===== src/rtl/core/bcba_pkg.sv =====
package bcba_pkg;

  localparam int DEF_NUM_BLOCKS = 256;

  // one memory word holds the free bits of eight blocks
  localparam int ROW_W  = 8;
  localparam int ROW_SH = 3;

  localparam int KIND_W   = 2;
  localparam int LEN_W    = 9;
  localparam int WSTART_W = 8;
  localparam int WEND_W   = 9;
  localparam int FSTART_W = 8;
  localparam int RSTART_W = 8;

  localparam logic [KIND_W-1:0] KIND_ALLOC  = 2'd0;
  localparam logic [KIND_W-1:0] KIND_FREE   = 2'd1;
  localparam logic [KIND_W-1:0] KIND_FORMAT = 2'd2;

  localparam logic STATUS_OK      = 1'b0;
  localparam logic STATUS_NOSPACE = 1'b1;

  typedef enum logic [1:0] {
    ST_IDLE,
    ST_SCAN,
    ST_UPD,
    ST_RESP
  } state_t;

endpackage


===== src/rtl/core/bcba_ram.sv =====
module bcba_ram import bcba_pkg::*; #(
  parameter int DEPTH = DEF_NUM_BLOCKS / ROW_W,
  parameter int AW    = 5
) (
  input  logic             clk,
  input  logic             rd_en,
  input  logic [AW-1:0]    rd_addr,
  output logic [ROW_W-1:0] rd_data,
  input  logic             wr_en,
  input  logic [AW-1:0]    wr_addr,
  input  logic [ROW_W-1:0] wr_data
);

  logic [ROW_W-1:0] mem [DEPTH];
  logic [ROW_W-1:0] rd_data_r;

  always_ff @(posedge clk) begin
    if (wr_en) begin
      mem[wr_addr] <= wr_data;
    end
  end

  always_ff @(posedge clk) begin
    if (rd_en) begin
      rd_data_r <= mem[rd_addr];
    end
  end

  assign rd_data = rd_data_r;

endmodule


===== src/rtl/core/bcba_row_unit.sv =====
module bcba_row_unit import bcba_pkg::*; #(
  parameter int AW = 5,
  parameter int SW = 11
) (
  input  logic [ROW_W-1:0] data,
  input  logic [AW-1:0]    row,
  input  logic [SW-1:0]    lo,
  input  logic [SW-1:0]    hi,
  input  logic [LEN_W-1:0] len,
  input  logic [LEN_W-1:0] cnt_in,
  input  logic [SW-1:0]    first_in,
  output logic [LEN_W-1:0] cnt_out,
  output logic [SW-1:0]    first_out,
  output logic             hit,
  output logic [ROW_W-1:0] mask
);

  // walk the eight blocks of one word, lowest address first
  always_comb begin
    logic [SW-1:0]    b;
    logic             in_rng;
    logic [LEN_W-1:0] cnt;
    logic [SW-1:0]    fst;
    logic             found;
    cnt   = cnt_in;
    fst   = first_in;
    found = 1'b0;
    mask  = '0;
    b     = '0;
    in_rng = 1'b0;
    for (int i = 0; i < ROW_W; i++) begin
      b       = SW'({row, ROW_SH'(i)});
      in_rng  = (b >= lo) && (b < hi);
      mask[i] = in_rng;
      if (!found && in_rng) begin
        if (data[i]) begin
          if (cnt == '0) begin
            fst = b;
          end
          cnt = cnt + 1'b1;
          if (cnt == len) begin
            found = 1'b1;
          end
        end else begin
          cnt = '0;
        end
      end
    end
    cnt_out   = cnt;
    first_out = fst;
    hit       = found;
  end

endmodule


===== src/rtl/core/bitmap_contiguous_block_allocator.sv =====
// First-fit contiguous block allocator over a free bitmap (1 = free), one bit per
// block, kept in a RAM of 8-bit words. One word is handled per cycle by a shared row
// unit, streamed from a registered RAM read. An allocate scans the words covering
// [window_start, min(window_end, NUM_BLOCKS)) until the first fitting run, then
// clears that run word by word. A free sets its clipped range word by word; a format
// rewrites every word. After reset the map is swept to all free with in_stall high.
// One word is in flight at a time; a new word is accepted once the previous one is
// done, even while its result still waits on out_stall.
module bitmap_contiguous_block_allocator import bcba_pkg::*; #(
  parameter int NUM_BLOCKS = DEF_NUM_BLOCKS
) (
  input  logic                clk,
  input  logic                rst_n,
  input  logic                in_valid,
  output logic                in_stall,
  input  logic [KIND_W-1:0]   in_kind,
  input  logic [LEN_W-1:0]    in_run_length,
  input  logic [WSTART_W-1:0] in_window_start,
  input  logic [WEND_W-1:0]   in_window_end,
  input  logic [FSTART_W-1:0] in_free_start,
  output logic                out_valid,
  input  logic                out_stall,
  output logic                out_status,
  output logic [RSTART_W-1:0] out_run_start
);

  localparam int ROWS = (NUM_BLOCKS + ROW_W - 1) / ROW_W;
  localparam int AW   = (ROWS > 1) ? $clog2(ROWS) : 1;
  localparam int IW   = AW + ROW_SH;
  localparam int SW   = (IW + 1 > 11) ? IW + 1 : 11;
  localparam logic [SW-1:0] NB_S         = SW'(NUM_BLOCKS);
  localparam logic [AW-1:0] LAST_ROW_ALL = AW'(ROWS - 1);

  function automatic logic [AW:0] row_of(input logic [SW-1:0] x);
    row_of = (AW+1)'(x >> ROW_SH);
  endfunction

  function automatic logic [AW-1:0] last_row_of(input logic [SW-1:0] x_excl);
    last_row_of = AW'((x_excl - 1'b1) >> ROW_SH);
  endfunction

  state_t state_r, state_nxt;

  logic [AW:0]           rd_row_r, rd_row_nxt;
  logic [AW-1:0]         last_row_r, last_row_nxt;
  logic                  proc_valid_r, proc_valid_nxt;
  logic [AW-1:0]         proc_row_r, proc_row_nxt;
  logic [SW-1:0]         rng_lo_r, rng_lo_nxt;
  logic [SW-1:0]         rng_hi_r, rng_hi_nxt;
  logic                  set_r, set_nxt;
  logic                  upd_resp_r, upd_resp_nxt;
  logic                  out_valid_r, out_valid_nxt;

  logic [LEN_W-1:0]      len_r, len_nxt;
  logic [LEN_W-1:0]      cnt_r, cnt_nxt;
  logic [SW-1:0]         first_r, first_nxt;
  logic                  res_status_r, res_status_nxt;
  logic [RSTART_W-1:0]   res_start_r, res_start_nxt;
  logic                  out_status_r, out_status_nxt;
  logic [RSTART_W-1:0]   out_run_start_r, out_run_start_nxt;

  logic                  accept;
  logic                  issue;
  logic                  proc_last;
  logic                  resp_go;
  logic                  out_fire;
  logic [SW-1:0]         wlo_s, whi_s, whi_clip;
  logic [SW-1:0]         fst_s, fend_s, fend_clip;
  logic [SW-1:0]         mark_hi;
  logic                  alloc_empty;
  logic                  free_empty;

  logic [ROW_W-1:0]      rd_data;
  logic                  wr_en;
  logic [ROW_W-1:0]      wr_data;
  logic [LEN_W-1:0]      ru_cnt;
  logic [SW-1:0]         ru_first;
  logic                  ru_hit;
  logic [ROW_W-1:0]      ru_mask;

  bcba_ram #(
    .DEPTH (ROWS),
    .AW    (AW)
  ) u_ram (
    .clk     (clk),
    .rd_en   (issue),
    .rd_addr (rd_row_r[AW-1:0]),
    .rd_data (rd_data),
    .wr_en   (wr_en),
    .wr_addr (proc_row_r),
    .wr_data (wr_data)
  );

  bcba_row_unit #(
    .AW (AW),
    .SW (SW)
  ) u_row (
    .data      (rd_data),
    .row       (proc_row_r),
    .lo        (rng_lo_r),
    .hi        (rng_hi_r),
    .len       (len_r),
    .cnt_in    (cnt_r),
    .first_in  (first_r),
    .cnt_out   (ru_cnt),
    .first_out (ru_first),
    .hit       (ru_hit),
    .mask      (ru_mask)
  );

  assign in_stall      = (state_r != ST_IDLE);
  assign accept        = in_valid && !in_stall;
  assign out_valid     = out_valid_r;
  assign out_status    = out_status_r;
  assign out_run_start = out_run_start_r;
  assign out_fire      = out_valid_r && !out_stall;
  assign resp_go       = (state_r == ST_RESP) && (!out_valid_r || !out_stall);

  assign issue     = ((state_r == ST_SCAN) || (state_r == ST_UPD)) &&
                     (rd_row_r <= {1'b0, last_row_r});
  assign proc_last = proc_valid_r && (proc_row_r == last_row_r);

  assign wr_en   = (state_r == ST_UPD) && proc_valid_r;
  assign wr_data = set_r ? (rd_data | ru_mask) : (rd_data & ~ru_mask);

  assign wlo_s       = SW'(in_window_start);
  assign whi_s       = SW'(in_window_end);
  assign whi_clip    = (whi_s > NB_S) ? NB_S : whi_s;
  assign fst_s       = SW'(in_free_start);
  assign fend_s      = fst_s + SW'(in_run_length);
  assign fend_clip   = (fend_s > NB_S) ? NB_S : fend_s;
  assign mark_hi     = ru_first + SW'(len_r);
  assign alloc_empty = (in_run_length == '0) || (wlo_s >= whi_clip);
  assign free_empty  = (fst_s >= fend_clip);

  always_comb begin
    state_nxt = state_r;
    case (state_r)
      ST_IDLE: begin
        if (accept) begin
          case (in_kind)
            KIND_ALLOC:  state_nxt = alloc_empty ? ST_RESP : ST_SCAN;
            KIND_FREE:   state_nxt = free_empty ? ST_RESP : ST_UPD;
            KIND_FORMAT: state_nxt = ST_UPD;
            default:     state_nxt = ST_RESP;
          endcase
        end
      end
      ST_SCAN: begin
        if (proc_valid_r && ru_hit) begin
          state_nxt = ST_UPD;
        end else if (proc_last) begin
          state_nxt = ST_RESP;
        end
      end
      ST_UPD: begin
        if (proc_last) begin
          state_nxt = upd_resp_r ? ST_RESP : ST_IDLE;
        end
      end
      ST_RESP: begin
        if (resp_go) begin
          state_nxt = ST_IDLE;
        end
      end
      default: state_nxt = ST_IDLE;
    endcase
  end

  always_comb begin
    rd_row_nxt     = issue ? rd_row_r + 1'b1 : rd_row_r;
    last_row_nxt   = last_row_r;
    proc_valid_nxt = issue;
    proc_row_nxt   = rd_row_r[AW-1:0];
    rng_lo_nxt     = rng_lo_r;
    rng_hi_nxt     = rng_hi_r;
    set_nxt        = set_r;
    upd_resp_nxt   = upd_resp_r;
    len_nxt        = len_r;
    cnt_nxt        = cnt_r;
    first_nxt      = first_r;
    res_status_nxt = res_status_r;
    res_start_nxt  = res_start_r;
    case (state_r)
      ST_IDLE: begin
        if (accept) begin
          res_status_nxt = STATUS_OK;
          res_start_nxt  = '0;
          upd_resp_nxt   = 1'b1;
          len_nxt        = in_run_length;
          cnt_nxt        = '0;
          first_nxt      = '0;
          case (in_kind)
            KIND_ALLOC: begin
              res_status_nxt = STATUS_NOSPACE;
              rng_lo_nxt     = wlo_s;
              rng_hi_nxt     = whi_clip;
              rd_row_nxt     = row_of(wlo_s);
              last_row_nxt   = last_row_of(whi_clip);
            end
            KIND_FREE: begin
              set_nxt      = 1'b1;
              rng_lo_nxt   = fst_s;
              rng_hi_nxt   = fend_clip;
              rd_row_nxt   = row_of(fst_s);
              last_row_nxt = last_row_of(fend_clip);
            end
            KIND_FORMAT: begin
              set_nxt      = 1'b1;
              rng_lo_nxt   = '0;
              rng_hi_nxt   = NB_S;
              rd_row_nxt   = '0;
              last_row_nxt = LAST_ROW_ALL;
            end
            default: ;
          endcase
        end
      end
      ST_SCAN: begin
        if (proc_valid_r) begin
          cnt_nxt   = ru_cnt;
          first_nxt = ru_first;
          if (ru_hit) begin
            // switch to clearing the found run; drop the word still in flight
            set_nxt        = 1'b0;
            rng_lo_nxt     = ru_first;
            rng_hi_nxt     = mark_hi;
            rd_row_nxt     = row_of(ru_first);
            last_row_nxt   = last_row_of(mark_hi);
            proc_valid_nxt = 1'b0;
            res_status_nxt = STATUS_OK;
            res_start_nxt  = ru_first[RSTART_W-1:0];
          end
        end
      end
      default: ;
    endcase
  end

  always_comb begin
    out_valid_nxt     = out_valid_r;
    out_status_nxt    = out_status_r;
    out_run_start_nxt = out_run_start_r;
    if (resp_go) begin
      out_valid_nxt     = 1'b1;
      out_status_nxt    = res_status_r;
      out_run_start_nxt = res_start_r;
    end else if (out_fire) begin
      out_valid_nxt = 1'b0;
    end
  end

  // reset starts a sweep that marks every block free
  always_ff @(posedge clk) begin
    if (!rst_n) begin
      state_r      <= ST_UPD;
      rd_row_r     <= '0;
      last_row_r   <= LAST_ROW_ALL;
      proc_valid_r <= 1'b0;
      rng_lo_r     <= '0;
      rng_hi_r     <= NB_S;
      set_r        <= 1'b1;
      upd_resp_r   <= 1'b0;
      out_valid_r  <= 1'b0;
    end else begin
      state_r      <= state_nxt;
      rd_row_r     <= rd_row_nxt;
      last_row_r   <= last_row_nxt;
      proc_valid_r <= proc_valid_nxt;
      rng_lo_r     <= rng_lo_nxt;
      rng_hi_r     <= rng_hi_nxt;
      set_r        <= set_nxt;
      upd_resp_r   <= upd_resp_nxt;
      out_valid_r  <= out_valid_nxt;
    end
  end

  always_ff @(posedge clk) begin
    proc_row_r      <= proc_row_nxt;
    len_r           <= len_nxt;
    cnt_r           <= cnt_nxt;
    first_r         <= first_nxt;
    res_status_r    <= res_status_nxt;
    res_start_r     <= res_start_nxt;
    out_status_r    <= out_status_nxt;
    out_run_start_r <= out_run_start_nxt;
  end

endmodule


===== config.mk =====
export PLATFORM = sky130hd
export DESIGN_NAME = bitmap_contiguous_block_allocator
export DESIGN_NICKNAME = d
export VERILOG_FILES = /design/src/rtl/core/bcba_pkg.sv /design/src/rtl/core/bcba_ram.sv /design/src/rtl/core/bcba_row_unit.sv /design/src/rtl/core/bitmap_contiguous_block_allocator.sv
export SDC_FILE = /design/constraint.sdc
export NUM_CORES = 1
export LEC_CHECK = 0
export BUFFER_PORTS_ARGS = -buffer_cell sky130_fd_sc_hd__clkbuf_2
export CAP_MARGIN = 20
export CORE_ASPECT_RATIO = 0.7
export CORE_MARGIN = 2
export CORE_UTILIZATION = 60
export CTS_BUF_LIST = sky130_fd_sc_hd__clkbuf_8
export CTS_CLUSTER_DIAMETER = 50
export DETAILED_ROUTE_END_ITERATION = 10
export GPL_TIMING_DRIVEN = 0
export MAX_ROUTING_LAYER = met4
export PLACE_DENSITY = 0.74
export SLEW_MARGIN = 10
export SYNTH_ARGS = -nofsm -noshare
export SYNTH_HDL_FRONTEND = slang
export SYNTH_HIERARCHICAL = 1
export SYNTH_SLANG_ARGS = --single-unit

===== constraint.sdc =====
create_clock -name clk -period 14.2 [get_ports clk]
set_input_delay 0 -clock clk [delete_from_list [all_inputs] [get_ports clk]]
set_output_delay 0 -clock clk [all_outputs]
set_load 0.02 [all_outputs]

==> flow_metrics.py <==
metrics = {
    "floorplanning": {
        "rows": 60,
        "die_h_um": 168,
        "initial_core_util": 0.606,
        "ios": 51,
        "core_area_mm2": 0.0383,
        "dieArea_mm2": 0.0403,
        "chipWidth_um": 239,
    },
    "sta": {
        "setup_viol": 0,
        "period_minus_slack_ns": 13.53,
        "worstMarginPinSlew_ns": 1.22,
        "min_period_over_period": 0.953,
        "fmax_mhz": 73.9,
        "clock_skew_ns": 0.0411,
        "report.final.hold_viol_count": 0,
        "relSlewSlack": 0.185,
        "drv_slew": 0,
    },
    "synth": {
        "yosys.area_share.simple": 0.167,
        "synth_flop_cell": "edfxtp_1",
        "synth_compound_area_frac": 0.175,
        "ys_top_cells_by_area": "edfxtp_1, mux4_2, dfxtp_1, ha_1, xnor2_1",
        "synth_top_family_by_area": "compound AO/OA/AOI/OAI gates",
        "synthArstFlopShare": 0,
        "syn-cell-area_mm2": 0.0232,
        "synth_mux_area_frac": 0.0975,
        "ys_types": 124,
        "syn_inst": 2112,
        "synthAdderAreaFrac": 0.0395,
        "ys_ff_latch": 355,
        "synth.avg_cell_area_um2": 11.0,
        "ys_seq_area_frac": 0.441,
        "yosys_warnings": 6,
        "synth.largest_area_cell": "edfxtp_1",
        "synth_xor_area_frac": 0.0428,
        "synth_nets": 2224,
        "yosysTopAreaCellShare": 0.403,
        "synth_edf_count": 311,
    },
    "setup_path": {
        "worstSetupStartpointType": "flip-flop",
        "ff2ff_setup_slack_ns": 0.67,
        "r2r_start": "proc_row_r[2]$_DFF_P_",
        "crit_start": "proc_row_r[2]$_DFF_P_",
        "r2r_end": "last_row_r[3]$_SDFFE_PN1P_",
        "endpoint_kind": "flip-flop",
        "cp_max_fo": 12,
        "crit_path_top_delay_cell": "o31ai_1",
        "slowest_delay_ns": 0.50,
        "timing.setup.critical_path_class": "reg2reg",
        "required_ns": 14.68,
        "worst_r2r_path_depth": 59,
        "crit_path_end": "last_row_r[3]$_SDFFE_PN1P_",
        "crit_arrival_ns": 14.01,
    },
    "cts": {
        "cts_num_sinks": 355,
        "clk_latency_ns": 0.63,
        "numCtsBuffers": 51,
        "cts_tree": "built",
        "clkTransAtPathRegs_ns": 0.07,
        "cts_max_level": 2,
        "clockRootBuffer": "clkbuf_8",
        "clockBufferDepth": 3,
    },
    "cells_and_area": {
        "finalNetCount": 2369,
        "fillers": 2908,
        "syn_to_final_growth_pct": 10.8,
        "layout-drive-gt1-share": 0.181,
        "layoutNonFillerInstCount": 2796,
    },
    "global_routing": {
        "grt_overflow": 0,
        "grt_pass1_vias": 18230,
        "grt.total_usage": 0.360,
        "antenna_found_initial": 1,
        "grt_pass1_wl_um": 107000,
        "grt_max_degree": 33,
    },
    "routing": {
        "viasPerCell": 6.94,
        "vias": 19404,
        "drt_iter0_markers": 2636,
        "dr.pass1.iters": 5,
        "wl_um": 70900,
        "antenna_left": 0,
        "drc_errors": 0,
        "post_drt_wl_per_cell_um": 25.4,
    },
    "worst_hold_path": {
        "min_path_type": "in2reg",
    },
    "placed_design": {
        "dp_cells": 2662,
        "place_congestion": 1.03,
        "dp_hpwl_um": 53200,
        "portBuffers": 49,
    },
    "run_status": {
        "status": "finished, final reports clean",
    },
    "job": {
        "cap_violations": 0,
    },
}
## how the worst min path moves through the flow
stage | cells past startpoint | slack (ns) | start | to
after global routing | 4 | 0.03 | in_free_start[3] | rd_row_r[0]$_SDFF_PN0_
after detailed placement | 1 | 0.23 | in_run_length[2] | len_r[2]$_DFFE_PP_
final | 5 | 0.03 | in_window_start[0] | rng_lo_r[0]$_SDFFE_PN0P_
after global placement | 1 | 0.26 | in_run_length[5] | len_r[5]$_DFFE_PP_
after floorplan | 0 | 0.1 | in_run_length[0] | len_r[0]$_DFFE_PP_
after CTS | 5 | 0.0007 | in_window_start[0] | rng_lo_r[0]$_SDFFE_PN0P_
## placed cells by master (no fill, tap or decap), types with 15 or more instances in the layout
master,instances
mux2_2,20
a21o_1,21
nand2_1,157
buf_2,24
a31oi_1,22
dlygate4sd3_1,27
xor2_1,28
inv_1,86
or3_1,17
dfxtp_1,39
nand3_1,77
xnor2_1,74
and2_1,45
nand4_1,32
clkbuf_2,54
nand2b_1,24
ha_1,68
o22ai_1,15
o21a_1,19
o21ai_0,86
nor3_1,55
nor2b_1,18
nor2_1,151
buf_4,28
o211ai_1,24
edfxtp_1,311
clkbuf_1,49
a21oi_1,83
a21boi_0,16
a211oi_1,25
clkbuf_8,53
and3_1,37
nor4_1,18
mux4_2,80
## cell type report
type / count / area (um2) / share of cell area
Antenna cell: 1 / 2.50 / 0.0000974
Buffer: 111 / 573 / 0.0223
Clock buffer: 53 / 729 / 0.0284
Clock inverter: 42 / 248 / 0.00964
Sequential cell: 355 / 10200 / 0.398
Timing Repair Buffer: 95 / 668 / 0.0260
Multi-Input combinational cell: 1568 / 12300 / 0.480
Inverter: 75 / 284 / 0.0111
Tap cell: 496 / 621 / 0.0242
## kinds of logic after synthesis
group                      Yosys count
AOI/OAI and AO/OA                  536
and+or+nand+nor                    733
muxes                              120
DFF                                355
adders and majority gates           72
buffers and inverters              189
xor gates and xnor gates           107
## routing by layer
metal  global-route usage  wire (um)  up-vias  share of wire
met4                0.102       1860        0          0.026
met2                0.518      30900     1187           0.44
met5                    -          0        -              0
li1                     -          -     8552              -
met1                0.530      30300     9522           0.43
met3               0.0612       7900      143           0.11
## cell usage after synthesis (all sizes together) (18+ instances only)
master	instances
edfxtp	311
nand2	162
nor2	155
o21ai	103
a21oi	87
mux4	80
nand3	78
xnor2	75
inv	74
ha	70
nor3	60
buf	58
clkbuf	56
and2	45
dfxtp	44
and3	37
nand4	33
a211oi	29
xor2	28
mux2	26
nor4	26
o211ai	26
a31oi	25
nand2b	24
a21boi	23
a21o	21
or3	20
o21a	19
nor2b	18
## through the flow
step | utilization | hold WS (ns) | instance area [um2] | worst slack, ns | TNS, ns
6_report | 0.671 | 0.0271 | 25700 | 0.665 | 0
5_1_grt | 0.671 | 0.0308 | 25700 | -0.00773 | -0.00773
4_1_cts | 0.665 | 0.000746 | 25500 | 0.00446 | 0
3_5_place_dp | 0.630 | 0.234 | 24100 | -1.88 | -62.96
3_3_place_gp | 0.628 | 0.256 | 24100 | -3.12 | -100.94
2_1_floorplan | - | 0.0989 | 23200 | 1.60 | 0
## critical path, delay by kind of cell (launching register included)
family / cells / cell delay (ns)
adder cells (fa/ha/maj): 5 / 1.46
AO/OA/AOI/OAI: 26 / 5.82
AND/OR/NAND/NOR: 14 / 2.93
multiplexers: 1 / 0.35
buffers and inverters: 10 / 1.55
XOR/XNOR: 3 / 0.75
flip-flops: 1 / 0.48
## flip-flops by register name, indices dropped and copies added, names as in the netlist, 8 cells and up
register,cells
cnt_r,9
first_r,11
len_r,9
out_run_start,8
res_start_r,8
rng_hi_r,11
rng_lo_r,11
u_ram/mem,256
u_ram/rd_data,8
## repair_timing
item,4_1_cts,5_1_grt
hold buffers,27,0
endpoints found under the setup margin,46,45
endpoints found under the hold margin,26,0
setup buffers,3,11
resized for setup,22,37
pin swaps,2,5
Power is not shown: default switching activity piles up to over one toggle a cycle in this logic, so the estimate is an artifact.
